--- src/hdl/csvp_pkg.sv ---
// ----------------------------------------------------------------------------
// csvp_pkg
// Shared types, character codes and sizes for the CSV integer field parser.
// ----------------------------------------------------------------------------
package csvp_pkg;

  localparam int MAX_COLUMNS = 64;
  localparam int COL_W       = $clog2(MAX_COLUMNS + 1);
  localparam int COL_OUT_W   = 6;
  localparam int BYTE_W      = 8;
  localparam int VALUE_W     = 32;
  localparam int KIND_W      = 3;
  localparam int TDATA_OUT_W = 48;

  localparam logic [BYTE_W-1:0] CHAR_NL    = 8'h0A;
  localparam logic [BYTE_W-1:0] CHAR_COMMA = 8'h2C;
  localparam logic [BYTE_W-1:0] CHAR_SPACE = 8'h20;
  localparam logic [BYTE_W-1:0] CHAR_TAB   = 8'h09;
  localparam logic [BYTE_W-1:0] CHAR_CR    = 8'h0D;
  localparam logic [BYTE_W-1:0] CHAR_VT    = 8'h0B;
  localparam logic [BYTE_W-1:0] CHAR_FF    = 8'h0C;
  localparam logic [BYTE_W-1:0] CHAR_PLUS  = 8'h2B;
  localparam logic [BYTE_W-1:0] CHAR_MINUS = 8'h2D;
  localparam logic [BYTE_W-1:0] CHAR_ZERO  = 8'h30;
  localparam logic [BYTE_W-1:0] CHAR_NINE  = 8'h39;

  typedef enum logic [KIND_W-1:0] {
    KIND_NAME_BYTE    = 3'd0,
    KIND_NAME_END     = 3'd1,
    KIND_VALUE        = 3'd2,
    KIND_EARLY_END    = 3'd3,
    KIND_COL_OVERFLOW = 3'd4
  } kind_t;

  typedef enum logic [1:0] {
    PH_HEADER = 2'd0,
    PH_DATA   = 2'd1
  } phase_t;

  typedef enum logic [1:0] {
    NS_BLANK  = 2'd0,
    NS_DIGITS = 2'd1,
    NS_DONE   = 2'd2
  } num_stage_t;

  typedef struct packed {
    logic feed;
    logic clear;
  } num_ctrl_t;

endpackage

--- src/hdl/csv_integer_field_parser.sv ---
// ----------------------------------------------------------------------------
// csv_integer_field_parser
// Streaming CSV reader: passes header names out byte by byte, then converts
// each data field to a saturated signed 32-bit integer.
//
//   channel  dir  tdata (low bit up)                    tuser  tlast
//   s_axis   in   data_byte[7:0]                        -      end_of_file
//   m_axis   out  column[5:0] value[37:6] name[45:38]   kind   row_end
//
// One byte per cycle sustained while the receiver takes each result; a byte
// transfer sits in the input register, is parsed, and its result lands in
// the result register.
// The single parse stage updates phase, column counters and the number
// accumulator together, which sets the rate.
// rst is synchronous and returns the parser to header phase with counts zero.
// A held result stalls the input register; an empty input register can still
// take one byte while the result register waits.
// ----------------------------------------------------------------------------
module csv_integer_field_parser (
  input  logic                                 clk,
  input  logic                                 rst,
  input  logic                                 s_axis_tvalid,
  output logic                                 s_axis_tready,
  input  logic [csvp_pkg::BYTE_W-1:0]          s_axis_tdata,  // data_byte
  input  logic                                 s_axis_tlast,  // end_of_file
  output logic                                 m_axis_tvalid,
  input  logic                                 m_axis_tready,
  output logic [csvp_pkg::TDATA_OUT_W-1:0]     m_axis_tdata,  // column, value, name_byte
  output logic [csvp_pkg::KIND_W-1:0]          m_axis_tuser,  // kind
  output logic                                 m_axis_tlast   // row_end
);

  localparam int COL_W = csvp_pkg::COL_W;
  localparam logic [COL_W-1:0] COL_MAX = COL_W'(csvp_pkg::MAX_COLUMNS);

  logic                         in_valid;
  logic [csvp_pkg::BYTE_W-1:0]  in_byte;
  logic                         in_eof;
  logic                         advance;

  csvp_pkg::phase_t             phase;
  csvp_pkg::phase_t             phase_next;
  logic [COL_W-1:0]             column_count;
  logic [COL_W-1:0]             column_count_next;
  logic [COL_W-1:0]             current_column;
  logic [COL_W-1:0]             current_column_next;
  logic [COL_W-1:0]             column_step;

  csvp_pkg::num_ctrl_t          num_ctrl;
  logic signed [csvp_pkg::VALUE_W-1:0] field_value;

  logic                         res_valid;
  csvp_pkg::kind_t              res_kind;
  logic signed [csvp_pkg::VALUE_W-1:0] res_value;
  logic [csvp_pkg::BYTE_W-1:0]  res_name;
  logic                         res_row;
  logic [COL_W+csvp_pkg::COL_OUT_W-1:0] column_wide;

  logic                         out_valid;
  csvp_pkg::kind_t              out_kind;
  logic [csvp_pkg::COL_OUT_W-1:0] out_column;
  logic signed [csvp_pkg::VALUE_W-1:0] out_value;
  logic [csvp_pkg::BYTE_W-1:0]  out_name;
  logic                         out_row;

  logic                         is_delim;
  logic                         is_nl;
  logic                         over;

  assign advance       = in_valid && (!out_valid || m_axis_tready);
  assign s_axis_tready = !in_valid || advance;

  always_ff @(posedge clk) begin
    if (rst) begin
      in_valid <= 1'b0;
    end else if (s_axis_tready) begin
      in_valid <= s_axis_tvalid;
    end
  end

  always_ff @(posedge clk) begin
    if (s_axis_tready && s_axis_tvalid) begin
      in_byte <= s_axis_tdata;
      in_eof  <= s_axis_tlast;
    end
  end

  csvp_number u_number (
    .clk       (clk),
    .rst       (rst),
    .ctrl      (num_ctrl),
    .data_byte (in_byte),
    .value     (field_value)
  );

  always_comb begin
    is_delim    = (in_byte == csvp_pkg::CHAR_COMMA) || (in_byte == csvp_pkg::CHAR_NL);
    is_nl       = (in_byte == csvp_pkg::CHAR_NL);
    over        = (current_column >= COL_MAX);
    column_step = over ? current_column : current_column + COL_W'(1);
    column_wide = {{csvp_pkg::COL_OUT_W{1'b0}}, current_column};

    phase_next          = phase;
    column_count_next   = column_count;
    current_column_next = current_column;
    num_ctrl            = '0;
    res_valid           = 1'b0;
    res_kind            = csvp_pkg::KIND_NAME_BYTE;
    res_value           = '0;
    res_name            = '0;
    res_row             = 1'b0;

    if (advance) begin
      if (in_eof) begin
        res_valid           = (phase != csvp_pkg::PH_DATA);
        res_kind            = csvp_pkg::KIND_EARLY_END;
        phase_next          = csvp_pkg::PH_HEADER;
        column_count_next   = '0;
        current_column_next = '0;
        num_ctrl.clear      = 1'b1;
      end else if (phase != csvp_pkg::PH_DATA) begin
        res_valid = 1'b1;
        if (!is_delim) begin
          res_kind = over ? csvp_pkg::KIND_COL_OVERFLOW : csvp_pkg::KIND_NAME_BYTE;
          res_name = over ? '0 : in_byte;
        end else begin
          res_kind = over ? csvp_pkg::KIND_COL_OVERFLOW : csvp_pkg::KIND_NAME_END;
          res_row  = is_nl;
          if (!over) begin
            column_count_next = current_column + COL_W'(1);
          end
          current_column_next = column_step;
          if (is_nl) begin
            phase_next          = csvp_pkg::PH_DATA;
            current_column_next = '0;
            num_ctrl.clear      = 1'b1;
          end
        end
      end else begin
        if (!is_delim) begin
          num_ctrl.feed = 1'b1;
        end else begin
          res_valid = 1'b1;
          res_row   = is_nl;
          if (current_column >= column_count) begin
            res_kind = csvp_pkg::KIND_COL_OVERFLOW;
          end else begin
            res_kind  = csvp_pkg::KIND_VALUE;
            res_value = field_value;
          end
          num_ctrl.clear      = 1'b1;
          current_column_next = is_nl ? '0 : column_step;
        end
      end
    end
  end

  always_ff @(posedge clk) begin
    if (rst) begin
      phase          <= csvp_pkg::PH_HEADER;
      column_count   <= '0;
      current_column <= '0;
      out_valid      <= 1'b0;
    end else begin
      phase          <= phase_next;
      column_count   <= column_count_next;
      current_column <= current_column_next;
      if (advance) begin
        out_valid <= res_valid;
      end else if (m_axis_tready) begin
        out_valid <= 1'b0;
      end
    end
  end

  always_ff @(posedge clk) begin
    if (advance && res_valid) begin
      out_kind   <= res_kind;
      out_column <= column_wide[csvp_pkg::COL_OUT_W-1:0];
      out_value  <= res_value;
      out_name   <= res_name;
      out_row    <= res_row;
    end
  end

  assign m_axis_tvalid = out_valid;
  assign m_axis_tdata  = {2'b00, out_name, out_value, out_column};
  assign m_axis_tuser  = out_kind;
  assign m_axis_tlast  = out_row;

  a_column_bound: assert property (@(posedge clk) disable iff (rst)
    current_column <= COL_MAX)
    else $error("current column beyond limit");

  a_count_bound: assert property (@(posedge clk) disable iff (rst)
    column_count <= COL_MAX)
    else $error("column count beyond limit");

  a_eof_restart: assert property (@(posedge clk) disable iff (rst)
    (advance && in_eof) |=> (phase == csvp_pkg::PH_HEADER && current_column == '0))
    else $error("end of file did not restart the parser");

  a_name_byte_no_row: assert property (@(posedge clk) disable iff (rst)
    (m_axis_tvalid && m_axis_tuser == csvp_pkg::KIND_NAME_BYTE) |-> !m_axis_tlast)
    else $error("name byte marked as row end");

  a_early_end_zero: assert property (@(posedge clk) disable iff (rst)
    (m_axis_tvalid && m_axis_tuser == csvp_pkg::KIND_EARLY_END)
      |-> (out_value == '0 && out_name == '0 && !m_axis_tlast))
    else $error("early end result carries payload");

endmodule

--- src/hdl/csvp_number.sv ---
// ----------------------------------------------------------------------------
// csvp_number
// Decimal field accumulator: skips leading blanks, takes one sign, gathers
// digits with saturation and presents the signed 32-bit field value.
// ----------------------------------------------------------------------------
module csvp_number (
  input  logic                                clk,
  input  logic                                rst,
  input  csvp_pkg::num_ctrl_t                 ctrl,
  input  logic [csvp_pkg::BYTE_W-1:0]         data_byte,
  output logic signed [csvp_pkg::VALUE_W-1:0] value
);

  localparam logic [csvp_pkg::VALUE_W-1:0] MAG_LIMIT = 32'h8000_0000;
  localparam logic [csvp_pkg::VALUE_W-1:0] POS_MAX   = 32'h7FFF_FFFF;

  logic [csvp_pkg::VALUE_W-1:0] accumulator;
  logic [csvp_pkg::VALUE_W-1:0] accumulator_next;
  logic                         negative_sign;
  logic                         negative_sign_next;
  csvp_pkg::num_stage_t         number_stage;
  csvp_pkg::num_stage_t         number_stage_next;

  logic                         is_digit;
  logic                         is_blank;
  logic                         is_sign;
  logic [3:0]                   digit;
  logic [csvp_pkg::VALUE_W+3:0] product;
  logic [csvp_pkg::VALUE_W-1:0] acc_step;

  always_comb begin
    is_digit = (data_byte >= csvp_pkg::CHAR_ZERO) && (data_byte <= csvp_pkg::CHAR_NINE);
    is_blank = data_byte inside {csvp_pkg::CHAR_SPACE, csvp_pkg::CHAR_TAB, csvp_pkg::CHAR_CR,
                                 csvp_pkg::CHAR_VT, csvp_pkg::CHAR_FF};
    is_sign  = (data_byte == csvp_pkg::CHAR_PLUS) || (data_byte == csvp_pkg::CHAR_MINUS);
    digit    = 4'(data_byte - csvp_pkg::CHAR_ZERO);
    product  = {1'b0, accumulator, 3'b000} + {3'b000, accumulator, 1'b0} + {32'd0, digit};
    acc_step = (product > {4'd0, MAG_LIMIT}) ? MAG_LIMIT : product[csvp_pkg::VALUE_W-1:0];
  end

  always_comb begin
    accumulator_next   = accumulator;
    negative_sign_next = negative_sign;
    number_stage_next  = number_stage;
    if (ctrl.clear) begin
      accumulator_next   = '0;
      negative_sign_next = 1'b0;
      number_stage_next  = csvp_pkg::NS_BLANK;
    end else if (ctrl.feed) begin
      case (number_stage)
        csvp_pkg::NS_BLANK: begin
          if (is_blank) begin
            number_stage_next = csvp_pkg::NS_BLANK;
          end else if (is_sign) begin
            negative_sign_next = (data_byte == csvp_pkg::CHAR_MINUS);
            number_stage_next  = csvp_pkg::NS_DIGITS;
          end else if (is_digit) begin
            accumulator_next  = acc_step;
            number_stage_next = csvp_pkg::NS_DIGITS;
          end else begin
            number_stage_next = csvp_pkg::NS_DONE;
          end
        end
        csvp_pkg::NS_DIGITS: begin
          if (is_digit) begin
            accumulator_next = acc_step;
          end else begin
            number_stage_next = csvp_pkg::NS_DONE;
          end
        end
        default: begin
          number_stage_next = number_stage;
        end
      endcase
    end
  end

  always_ff @(posedge clk) begin
    if (rst) begin
      accumulator   <= '0;
      negative_sign <= 1'b0;
      number_stage  <= csvp_pkg::NS_BLANK;
    end else begin
      accumulator   <= accumulator_next;
      negative_sign <= negative_sign_next;
      number_stage  <= number_stage_next;
    end
  end

  always_comb begin
    if (negative_sign) begin
      value = signed'(~accumulator + 32'd1);
    end else if (accumulator > POS_MAX) begin
      value = signed'(POS_MAX);
    end else begin
      value = signed'(accumulator);
    end
  end

endmodule

--- config.mk ---
export PLATFORM = sky130hd
export DESIGN_NAME = csv_integer_field_parser
export DESIGN_NICKNAME = d
export VERILOG_FILES = /design/src/hdl/csvp_pkg.sv /design/src/hdl/csv_integer_field_parser.sv /design/src/hdl/csvp_number.sv
export SDC_FILE = /design/constraint.sdc
export NUM_CORES = 1
export LEC_CHECK = 0
export BUFFER_PORTS_ARGS = -buffer_cell sky130_fd_sc_hd__buf_2
export CORE_ASPECT_RATIO = 1.75
export CORE_UTILIZATION = 45
export CTS_BUF_LIST = sky130_fd_sc_hd__clkbuf_8
export CTS_CLUSTER_DIAMETER = 150
export DETAILED_ROUTE_END_ITERATION = 10
export GPL_ROUTABILITY_DRIVEN = 0
export PLACE_DENSITY = 0.62
export SYNTH_ARGS = -nofsm -noshare
export SYNTH_HDL_FRONTEND = slang
export SYNTH_SLANG_ARGS = --single-unit
--- constraint.sdc ---
create_clock -name clk -period 5.94 [get_ports clk]
set_input_delay 0.594 -clock clk [delete_from_list [all_inputs] [get_ports clk]]
set_output_delay 0.594 -clock clk [all_outputs]
set_load 0.005 [all_outputs]
-- Yosys cells after proc, flatten, opt, wreduce, memory -nomap -nowiden
Cells that the tools add are included.
Widths: inputs -> output; s select.
- register bits: 112
- bits of input ports: 13
- output and inout port bits: 54
- logic and storage cells: 120
- $add $sub $neg: 5
- magnitude comparators: 6
- equality and inequality tests: 16
- mux-type cells: 44
- bitwise gates (word level): 5
- reduce and logical (&&, ||, !) cells: 28
- operator list (cell ; number):
    $mux 32 ; 6
    $pmux 32 s2 ; 1
    $mux 7 ; 7
    $eq 8x4->1 const B ; 5
    $add 35x33->36 ; 1
    $add 36x4->36 ; 1
    $gt 36x32->1 const B ; 1
    $add 32x1->32 const B ; 1
    $eq 8x6->1 const B ; 4
    $gt 32x31->1 const B ; 1
    $not 32->32 ; 1
    $mux 2 ; 10
    $mux 3 ; 6
    $reduce_and 4->1 ; 4
    $mux 1 ; 13
    $reduce_bool 2->1 ; 5
    $reduce_or 5->1 ; 2
    $ge 8x6->1 const B ; 1
    $le 8x6->1 const B ; 1
    $ne 2x2->1 const B ; 4
    $add 7x1->7 const B ; 1
    $ge 7x7->1 ; 1
    $ge 7x7->1 const B ; 1
    $reduce_and 3->1 ; 2
    13 further kinds ; 24

-- Logic depth before layout (Yosys ltp)
Gate-level depths: netlist of run 1.
- depth in word-level cells: 8
- depth in mapped cells: 14

-- By module
From an unflattened synthesis of run 1, not the netlist that was laid out.
- cell total of the unflattened synthesis: 835
- area total of the unflattened synthesis: 7531.0 um^2
- by module, submodules not included (module ; times used ; cells each ; area each (um^2) ; seq. area each (um^2)):
    csvp_number ; 1 ; 594 ; 4346.7 ; 700.7
    csv_integer_field_parser ; 1 ; 241 ; 3184.3 ; 2112.0

-- Worst setup path after synthesis of run 1
No wires, ideal clock.
- path type: register to register
- start: register in_byte[7] (netlist name)
- end: register out_row (netlist: m_axis_tlast) (enable)
- arrival: 3.666 ns
- required time: 5.481 ns
- path slack: 1.815 ns
- stages on the path, launching flop included: 7
- path buffers: 1
- path through: edfxtp_1 -> or3_1 -> or3_1 -> clkbuf_1 -> a21oi_2 -> a21oi_1 -> nor2_1
- word-level cells in the longest chain between the ends: 7
- RTL lines (item ; RTL line ; source):
    start: declaration ; csv_integer_field_parser.sv:37 ; logic [csvp_pkg::BYTE_W-1:0] in_byte;
    start signal: assignment ; csv_integer_field_parser.sv:83 ; in_byte <= s_axis_tdata;
    $eq 8x6->1 or $eq 8x4->1 (tied branches) ; csv_integer_field_parser.sv:97 ; is_delim = (in_byte == csvp_pkg::CHAR_COMMA) || (in_byte == csvp_pkg::CHAR_NL);
    $logic_or 1x1->1 * ; csv_integer_field_parser.sv:97 ;
    $mux 1 * ; csv_integer_field_parser.sv:140 ; if (!is_delim) begin
    $mux 1 * ; csv_integer_field_parser.sv:121 ; end else if (phase != csvp_pkg::PH_DATA) begin
    $mux 1 * ; csv_integer_field_parser.sv:114 ; if (in_eof) begin
    $mux 1 * ; csv_integer_field_parser.sv:113 ; if (advance) begin
    $logic_and 1x1->1 * ; csv_integer_field_parser.sv:177 ; if (advance && res_valid) begin
    end signal: assignment ; csv_integer_field_parser.sv:182 ; out_row <= res_row;
    end: declaration ; csv_integer_field_parser.sv:64 ; logic out_row;
Every way passes the cells marked *; elsewhere a longest branch is shown, timed or not.
A chain may end at the register's enable or synchronous reset.

-- Worst setup path after layout of run 1
- start: register u_number.accumulator[2] (netlist name)
- end: register u_number.accumulator[1] (netlist name)
- word-level cells in the longest chain between the ends: 8
- RTL lines (item ; RTL line ; source):
    start: declaration ; csvp_number.sv:17 ; logic [csvp_pkg::VALUE_W-1:0] accumulator;
    start signal: assignment ; csvp_number.sv:84 ; accumulator <= accumulator_next;
    $add 35x33->36 * ; csvp_number.sv:37 ; product = {1'b0, accumulator, 3'b000} + {3'b000, accumulator, 1'b0} + {32'd0, digit};
    $add 36x4->36 * ; csvp_number.sv:37 ;
    $gt 36x32->1 * ; csvp_number.sv:38 ; acc_step = (product > {4'd0, MAG_LIMIT}) ? MAG_LIMIT : product[csvp_pkg::VALUE_W-1:0];
    $mux 32 * ; csvp_number.sv:38 ;
    $mux 32 * ; csvp_number.sv:57, csvp_number.sv:65 ;
    $mux 32 ; csvp_number.sv:54 ; end else if (is_sign) begin
    $mux 32 ; csvp_number.sv:52 ; if (is_blank) begin
    $pmux 32 s2 * ; csvp_number.sv:50 ; case (number_stage)
Every way passes the cells marked *; elsewhere a longest branch is shown, timed or not. The select of a mux whose other input is x is not followed.

==> flow_metrics.tcl, run 1 <==
set metrics [dict create \
    synth_ff_type "edfxtp_1" \
    core_area_um2 16400 \
    cts_resized 0 \
    placed_cells 1056 \
    period_minus_slack_ps 4170 \
    worst-path-max-fanout 29 \
    io_buffers 64 \
    cp-end-kind "flip-flop" \
    postCtsHoldBufs 0 \
    clk_pin_slew_ps 100 \
    regToRegEndpoint "u_number.accumulator[1]" \
    drt_iter0_markers 303 \
    ys_seq_elements 111 \
    vias 6319 \
    synth_edf_count 59 \
    die_area_um2 17300 \
    grt_overflow 0 \
    stdcell_area_um2 8160 \
    fmax_ghz 0.240 \
    ys_warn_count 0 \
    cts_setup_buffers 0 \
    diodes 0 \
    rr_startpoint "u_number.accumulator[2]" \
    synth.cell_area_um2 7520 \
    cts_tree "yes" \
    final_cell_mix "nor2_1 (88), ha_1 (73), buf_2 (64)" \
    die_w_um 99.7 \
    syn_to_final_growth_pct 8.43 \
    route.final.wire_length_mm 18.5 \
    syn-mean-instance-area_um2 9.37 \
    final_common_cell "nor2_1" \
    period_share_pct 70.1 \
    report.final.slew_viol_count 0 \
    cp.required_ps 6260 \
    holdCritPathClass "input port to flip-flop" \
    final_core_util_pct 49.8 \
    slew_headroom_pct 14.2 \
    p_leak_uw 0.00332 \
    syn-instance-count 803 \
    layoutNonFillerInstCount 1072 \
    fin_nets 931 \
    drive_gt1_share_pct 13.3 \
    boundaryPins 67 \
    rows 62 \
    grt_pass1_vias 6290 \
    cp_common_cell "inv_1" \
    worst_pin_slew_ps 1290 \
    status "finished, final reports clean" \
    htree_levels 3 \
    hold_viol_final 0 \
    hpwl_mm 14.6 \
    ant_nets 0 \
    hp-start "s_axis_tdata[7]" \
    p_per_area_nw_per_um2 165 \
    globalRouteTotalUtil_pct 21.8 \
    grt_max_degree 45 \
    viasPerCell 5.89 \
    clock-root-buffer "clkbuf_8" \
    critical_path.max_stage_delay_ps 830 \
    vdd_drop_max_mv 0.0966 \
    grt_pass1_wl_mm 30.2 \
    async_flop_share_pct 0 \
    setup_viol 0 \
    hold_path_depth 1 \
    rrSetupSlack_ps 1770 \
    antenna_found_initial 0 \
    drt_pass1_iterations 4 \
    synth_cell_types 77 \
    crit_chain "inv_1 > fa_1 > inv_1 > ha_1 > a211oi_1 > o21ai_0 > a21o_1 > and3_1 > o21ai_1 > and3b_1 > o21a_1 > a32o_2" \
    hold_end "in_byte[7]" \
    insertion_delay_ps 380 \
    cts_made_buffers 9 \
    avgRoutedWirePerCell_um 17.3 \
    startpoint_type "flip-flop" \
    reg2reg_depth 12 \
    crit_type "flip-flop to flip-flop" \
    fin_skew_ps 14.1 \
    fin_setup_tns_ps 0 \
    start_util_pct 46.0 \
    ys_seq_area_share_pct 37.4 \
    cts.path.max_buffers 2 \
    drc 0 \
    maxCapViolations 0 \
    cp.arrival_ps 4480 \
    rsz0062_at_grt "false" \
    critical-path-slowest-cell "o21a_1" \
    numClockSinks 111 \
    die_h_um 173 \
    placed_cell_area_um2 7970 \
]
-- flip-flops by register name, summed over array words and instances (netlist names), 2 cells and up --
signal                 count
out_value                 32
m_axis_tuser               3
out_name                   8
out_column                 6
in_byte                    8
current_column             7
u_number.number_stage      2
column_count               7
u_number.accumulator      32
-- area by class of cell --
class                      count  area [um^2]
multi-input combinational    623         4410
tap                          224          280
sequential                   111         2810
inverter                      31          116
fill                        1538         8210
clock buffer                   9          124
timing repair buffer          67          343
clock inverter                 7         66.3
-- cells in the mapped netlist (10+ instances only) --
cell type  count  area share, %
nor2_1        90            4.5
ha_1          73             12
edfxtp_1      59             24
a21oi_1       58            3.9
dfxtp_1       52             14
nand2_1       45            2.2
o21ai_0       36            2.4
inv_1         30            1.5
nor3_1        28            1.9
clkbuf_1      26            1.3
a32o_1        25            3.3
xnor2_1       22            2.6
nand3_1       19            1.3
xor2_1        19            2.2
a21o_1        16            1.6
a211oi_1      12            1.2
a311oi_1      11            1.3
and2_1        11           0.91
nand4_1       11           0.91
a31oi_1       10           0.83
or3_1         10           0.83
-- how the worst max path moves through the flow --
stage | start | endpoint | slack (ps)
floorplan | in_byte[7] | m_axis_tlast | 1810
global placement | u_number.accumulator[2] | u_number.accumulator[2] | 1970
detailed placement | u_number.accumulator[2] | u_number.accumulator[1] | 1840
CTS | u_number.accumulator[2] | u_number.accumulator[1] | 1800
global route | u_number.accumulator[2] | u_number.accumulator[1] | 1470
finish | u_number.accumulator[2] | u_number.accumulator[1] | 1770
-- kinds of logic (layout without fill, tap and decap cells) --
| family | after synthesis | after routing | synth area share [%] |
|---|---|---|---|
| AND/OR/NAND/NOR | 267 | 267 | 17.8 |
| AO/OA/AOI/OAI | 233 | 233 | 22.4 |
| flip-flops | 111 | 111 | 37.4 |
| adder cells (fa/ha/maj) | 75 | 75 | 12.7 |
| buffers and inverters | 70 | 114 | 4.19 |
| XOR/XNOR | 41 | 41 | 4.77 |
| multiplexers | 5 | 5 | 0.699 |
| other | 1 | 2 | 0.0499 |
-- stage by stage --
step           setup WS (ps)  total power, uW  hold WS (ps)
2_1_floorplan           1810              888           428
3_3_place_gp            1970              915           456
3_5_place_dp            1840              917           463
4_1_cts                 1800             1350           369
5_1_grt                 1470             1390           359
6_report                1770             1340           380
-- metal layers --
| metal | vias to the layer above | track usage [%] | routed length (um) |
|---|---|---|---|
| li1 | 3103 | - | - |
| met1 | 3005 | 22.8 | 7090 |
| met2 | 164 | 41.8 | 10100 |
| met3 | 47 | 2.55 | 554 |
| met4 | 0 | 10.6 | 758 |
| met5 | - | 0 | 0 |
-- critical path, delay by kind of cell, from the launching register on --
kind	cells	cell delay (ps)
AOI/OAI and AO/OA	6	2140
buffers and inverters	2	170
adders and majority gates	2	850
DFF	1	520
and+or+nand+nor	2	420
-- report_power, final --
group / internal [uW] / switching [uW] / total, uW / leakage [uW]
logic: 21.4 / 43.3 / 64.7 / 0.00223
registers: 824 / 9.81 / 834 / 0.000989
clock network: 192 / 253 / 445 / 0.0000994
(Power assumes the default switching activity.)
==> run 2, diff against run 1 <==
==> constraint.sdc (replaced) <==
create_clock -name clk -period 4 [get_ports clk]
set_input_delay 0.4 -clock clk [delete_from_list [all_inputs] [get_ports clk]]
set_output_delay 0.4 -clock clk [all_outputs]
set_load 0.005 [all_outputs]
==> run 2 against run 1 <==
Net effect: sequential power rose by 49%; power up 42%; register-to-register slack got worse by 1500 ps; count of clock-buffer cells in the layout unchanged; die area unchanged; critical endpoint is now u_number.accumulator[2].
==> flow_metrics.tcl, run 2 (synthesis gave the netlist of run 1 again) <==
set metrics [dict create \
    status "finished, final reports clean" \
    report.final.slew_viol_count 0 \
    drt_pass1_iterations 9 \
    power_switching_uw 439 \
    cts_setup_buffers 0 \
    placed_cell_area_um2 8030 \
    top_regs "out_value x32, u_number.accumulator x32" \
    rows 62 \
    antenna_found_initial 0 \
    cp-end-kind "flip-flop" \
    maxCapViolations 0 \
    vias 6407 \
    crit_type "flip-flop to flip-flop" \
    globalRouteTotalUtil_pct 21.8 \
    period_share_pct 92.8 \
    cts_tree "yes" \
    gr-usage-met2_pct 42.1 \
    hold_path_depth 1 \
    ant_nets 0 \
    final_core_util_pct 50.0 \
    htree_levels 3 \
    clock-root-buffer "clkbuf_8" \
    slew_headroom_pct 31.7 \
    final_cell_mix "nor2_1 (88), ha_1 (73), buf_2 (64)" \
    fin_nets 936 \
    core_area_um2 16400 \
    cp.arrival_ps 3980 \
    period_minus_slack_ps 3710 \
    grt.busiest_layer "met2" \
    grt_overflow 0 \
    rsz0062_at_grt "false" \
    holdWs_ps 203 \
    grt_max_degree 32 \
    viasPerCell 5.95 \
    grt_pass1_wl_mm 30.2 \
    grt_pass1_vias 6392 \
    postCtsHoldBufs 0 \
    boundaryPins 67 \
    final_common_cell "nor2_1" \
    drc 0 \
    rr_startpoint "u_number.accumulator[2]" \
    use_met1_pct 22.3 \
    clkPwrFrac_pct 30.1 \
    rrSetupSlack_ps 290 \
    syn_to_final_growth_pct 8.82 \
    worst_pin_slew_ps 1020 \
    avgRoutedWirePerCell_um 17.3 \
    die_area_um2 17300 \
    cts_made_buffers 9 \
    vdd_drop_max_mv 0.138 \
    seq_power_share_pct 64.7 \
    fmax_ghz 0.269 \
    die_h_um 173 \
    route.final.wire_length_mm 18.6 \
    startpoint_type "flip-flop" \
    regToRegEndpoint "u_number.accumulator[2]" \
    drt_iter0_markers 311 \
    cts.path.max_buffers 2 \
    internal_power_uw 1470 \
    p_per_area_nw_per_um2 234 \
    insertion_delay_ps 360 \
    fin_skew_ps 8.13 \
    hold_viol_final 0 \
    switching_share_pct 23.0 \
    cp.required_ps 4260 \
    p_leak_uw 0.00334 \
    worst-path-max-fanout 29 \
    setup_viol 0 \
    stdcell_area_um2 8190 \
    start_util_pct 46.0 \
    numClockSinks 111 \
    diodes 0 \
    hold_end "in_byte[7]" \
    holdCritPathClass "input port to flip-flop" \
    hpwl_mm 14.6 \
    drive_gt1_share_pct 13.7 \
    clk_pin_slew_ps 100 \
    gr-usage-met3_pct 2.63 \
    p_comb_share_pct 5.2 \
    reg2reg_depth 13 \
    hp-start "s_axis_tdata[7]" \
    fin_setup_tns_ps 0 \
    die_w_um 99.7 \
    cts_resized 0 \
    io_buffers 64 \
]
-- run 2: area by class of cell --
class | count | area [um^2]
Fill cell | 1513 | 8180
Multi-Input combinational cell | 623 | 4410
Sequential cell | 111 | 2810
Timing Repair Buffer | 72 | 405
Tap cell | 224 | 280
Clock buffer | 9 | 124
Inverter | 31 | 116
Clock inverter | 7 | 32.5
-- run 2: metal layers --
metal | wire length, um | up-vias
met4 | 735 | 0
li1 | - | 3115
met5 | 0 | -
met2 | 10200 | 193
met1 | 7170 | 3045
met3 | 517 | 54
-- run 2: worst max-delay path by stage --
stage / startpoint / endpoint / slack, ps
global placement: u_number.accumulator[2] / u_number.accumulator[3] / 420
floorplan: u_number.accumulator[2] / u_number.accumulator[22] / 660
global route: u_number.accumulator[2] / u_number.accumulator[1] / 50
CTS: u_number.accumulator[2] / u_number.accumulator[2] / 310
detailed placement: u_number.accumulator[2] / u_number.accumulator[2] / 330
finish: u_number.accumulator[2] / u_number.accumulator[2] / 290
-- run 2: stage by stage --
step	worst slack [ps]	power (uW)	std cells
2_1_floorplan	662	1320	804
3_5_place_dp	331	1360	1061
6_report	288	1910	1077
5_1_grt	53.0	1990	1077
3_3_place_gp	423	1360	1061
4_1_cts	307	1930	1077
-- run 2: critical path, stage by stage, from the launching register on --
cell	delay, ps
dfxtp_1	520
inv_1	100
fa_1	550
inv_1	60
ha_1	300
a211oi_1	310
o21ai_0	200
a21o_1	250
and3_1	200
o21ai_1	190
a21boi_0	160
o21a_1	210
buf_4	220
a32o_2	300
-- run 2: power by group through the flow --
stage	Sequential [uW]	Clock, uW	Combinational, uW
CTS	1240	591	100
global route	1240	638	110
floorplan	1260	0	55.3
finish	1240	576	99.5
global placement	1260	0	98.9
detailed placement	1260	0	100
==> run 3, diff against run 2 <==
--- a/config.mk
+++ b/config.mk
@@ -7,12 +7,13 @@
 export LEC_CHECK = 0
 export BUFFER_PORTS_ARGS = -buffer_cell sky130_fd_sc_hd__buf_2
 export CORE_ASPECT_RATIO = 1.75
-export CORE_UTILIZATION = 45
+export CORE_MARGIN = 3
+export CORE_UTILIZATION = 62
 export CTS_BUF_LIST = sky130_fd_sc_hd__clkbuf_8
 export CTS_CLUSTER_DIAMETER = 150
 export DETAILED_ROUTE_END_ITERATION = 10
 export GPL_ROUTABILITY_DRIVEN = 0
-export PLACE_DENSITY = 0.62
+export PLACE_DENSITY = 0.82
 export SYNTH_ARGS = -nofsm -noshare
 export SYNTH_HDL_FRONTEND = slang
 export SYNTH_SLANG_ARGS = --single-unit
==> run 3 against run 2 <==
Net effect: die area down 22%; worst hold slack worse by 12 ps; wire length is 4.0% higher; via count up 4.1%; register-to-register slack hardly changed; critical path depth down 1; count of clock-buffer cells in the layout unchanged.
==> flow_metrics.tcl, run 3 (synthesis gave the netlist of run 1 again) <==
set metrics [dict create \
    status "finished, final reports clean" \
    final_common_cell "nor2_1" \
    cp.required_ps 4310 \
    seqCellArea_um2 2810 \
    clock-root-buffer "clkbuf_8" \
    drc 0 \
    worst-path-max-fanout 30 \
    die_area_um2 13500 \
    grt_pass1_vias 6535 \
    grt_overflow 0 \
    fmax_ghz 0.270 \
    core_area_um2 11700 \
    cp.arrival_ps 4010 \
    dp_slack_ps 300 \
    period_share_pct 92.5 \
    drive_gt1_share_pct 14.4 \
    insertion_delay_ps 370 \
    report.final.slew_viol_count 0 \
    grt_max_degree 34 \
    slew_headroom_pct 33.1 \
    p_per_area_nw_per_um2 242 \
    cts_made_buffers 9 \
    hpwl_mm 15.1 \
    fin_nets 937 \
    cp-end-kind "flip-flop" \
    avgRoutedWirePerCell_um 19.6 \
    io_buffers 64 \
    die_h_um 152 \
    vias 6670 \
    rows 52 \
    boundaryPins 67 \
    numClockSinks 111 \
    syn_to_final_growth_pct 7.82 \
    die_w_um 89.3 \
    rsz0062_at_grt "false" \
    antenna_found_initial 0 \
    n_fill_cell 906 \
    holdCritPathClass "input port to flip-flop" \
    worst_slack_ps 301 \
    postCtsHoldBufs 0 \
    startpoint_type "flip-flop" \
    route.final.wire_length_mm 19.4 \
    maxCapViolations 0 \
    cts_tree "yes" \
    final_cell_mix "nor2_1 (88), ha_1 (73), buf_2 (64)" \
    fin_skew_ps 13.1 \
    ant_nets 0 \
    p_leak_uw 0.00335 \
    top_regs "out_value x32, u_number.accumulator x32" \
    grt_pass1_wl_mm 30.7 \
    clk_pin_slew_ps 110 \
    htree_levels 3 \
    drt_iter0_markers 531 \
    viasPerCell 6.74 \
    diodes 0 \
    multiInputGateArea_um2 4420 \
    vdd_drop_max_mv 0.157 \
    fin_setup_tns_ps 0 \
    crit_type "flip-flop to flip-flop" \
    cts.path.max_buffers 2 \
    start_util_pct 64.2 \
    drt_pass1_iterations 5 \
    period_minus_slack_ps 3700 \
    worst_pin_slew_ps 999 \
    globalRouteTotalUtil_pct 28.8 \
    hold_viol_final 0 \
    setup_viol 0 \
]
run 3: cell types whose count changed in the layout (fill, tap and decap cells not counted), sizes merged:
cell,before,now
buf,72,73
clkinvlp,1,0
inv,33,34
run 3: final cells by class:
class / instances / share of cell area (%)
multi-input combinational: 623 / 54.5
tap: 135 / 2.08
inverter: 31 / 1.43
clock inverter: 7 / 0.679
sequential: 111 / 34.7
clock buffer: 9 / 1.53
timing repair buffer: 73 / 5.09
run 3: worst max-delay path, cell delays in order (launching register included):
cell and delay, ps:
edfxtp_1 440, inv_1 200, fa_1 490, fa_1 470, nand2b_1 180, a21o_1 220, a211oi_4 380, o41ai_4 170
o21ai_2 190, mux2i_1 260, o2111a_2 270, buf_12 180, a32o_1 190
run 3: through the flow:
stage / instances / hold slack (ps) / cell area [um^2] / utilization (%) / total power [uW]
after global placement: 973 / 447 / 7930 / 67.7 / 1360
after global routing: 989 / 174 / 8110 / 69.3 / 2020
after floorplan: 804 / 428 / 7530 / - / 1320
after CTS: 989 / 183 / 8100 / 69.2 / 1960
after detailed placement: 973 / 461 / 7930 / 67.7 / 1360
final: 989 / 192 / 8110 / 69.3 / 1960
run 3: layer usage:
| metal | GRT usage (%) | vias to the layer above | wire length, um |
|---|---|---|---|
| li1 | - | 3125 | - |
| met1 | 28.2 | 3169 | 6790 |
| met2 | 54.4 | 295 | 10600 |
| met3 | 3.35 | 81 | 842 |
| met4 | 18.9 | 0 | 1160 |
| met5 | 0 | - | 0 |
run 3: final timing paths:
check                      startpoint                  endpoint  slack, ps  cells past startpoint
max                        in_byte[3]  u_number.accumulator[27]        300                     12
min                   s_axis_tdata[7]                in_byte[7]        190                      1
max reg2reg                in_byte[3]  u_number.accumulator[27]        300                     12
min reg2reg  u_number.number_stage[1]  u_number.number_stage[1]        490                      2
run 3: timing repair:
action,in CTS,in global routing
gates resized for setup,0,2
setup buffers,0,0
endpoints found under the setup margin,0,9
run 3: power by group:
part	total (uW)	internal, uW	switching (uW)	leakage, uW
combinational	101	35.1	66.1	0.00227
sequential	1240	1220	14.6	0.000990
clock	624	235	389	0.0000935
total	1960	1490	470	0.00335
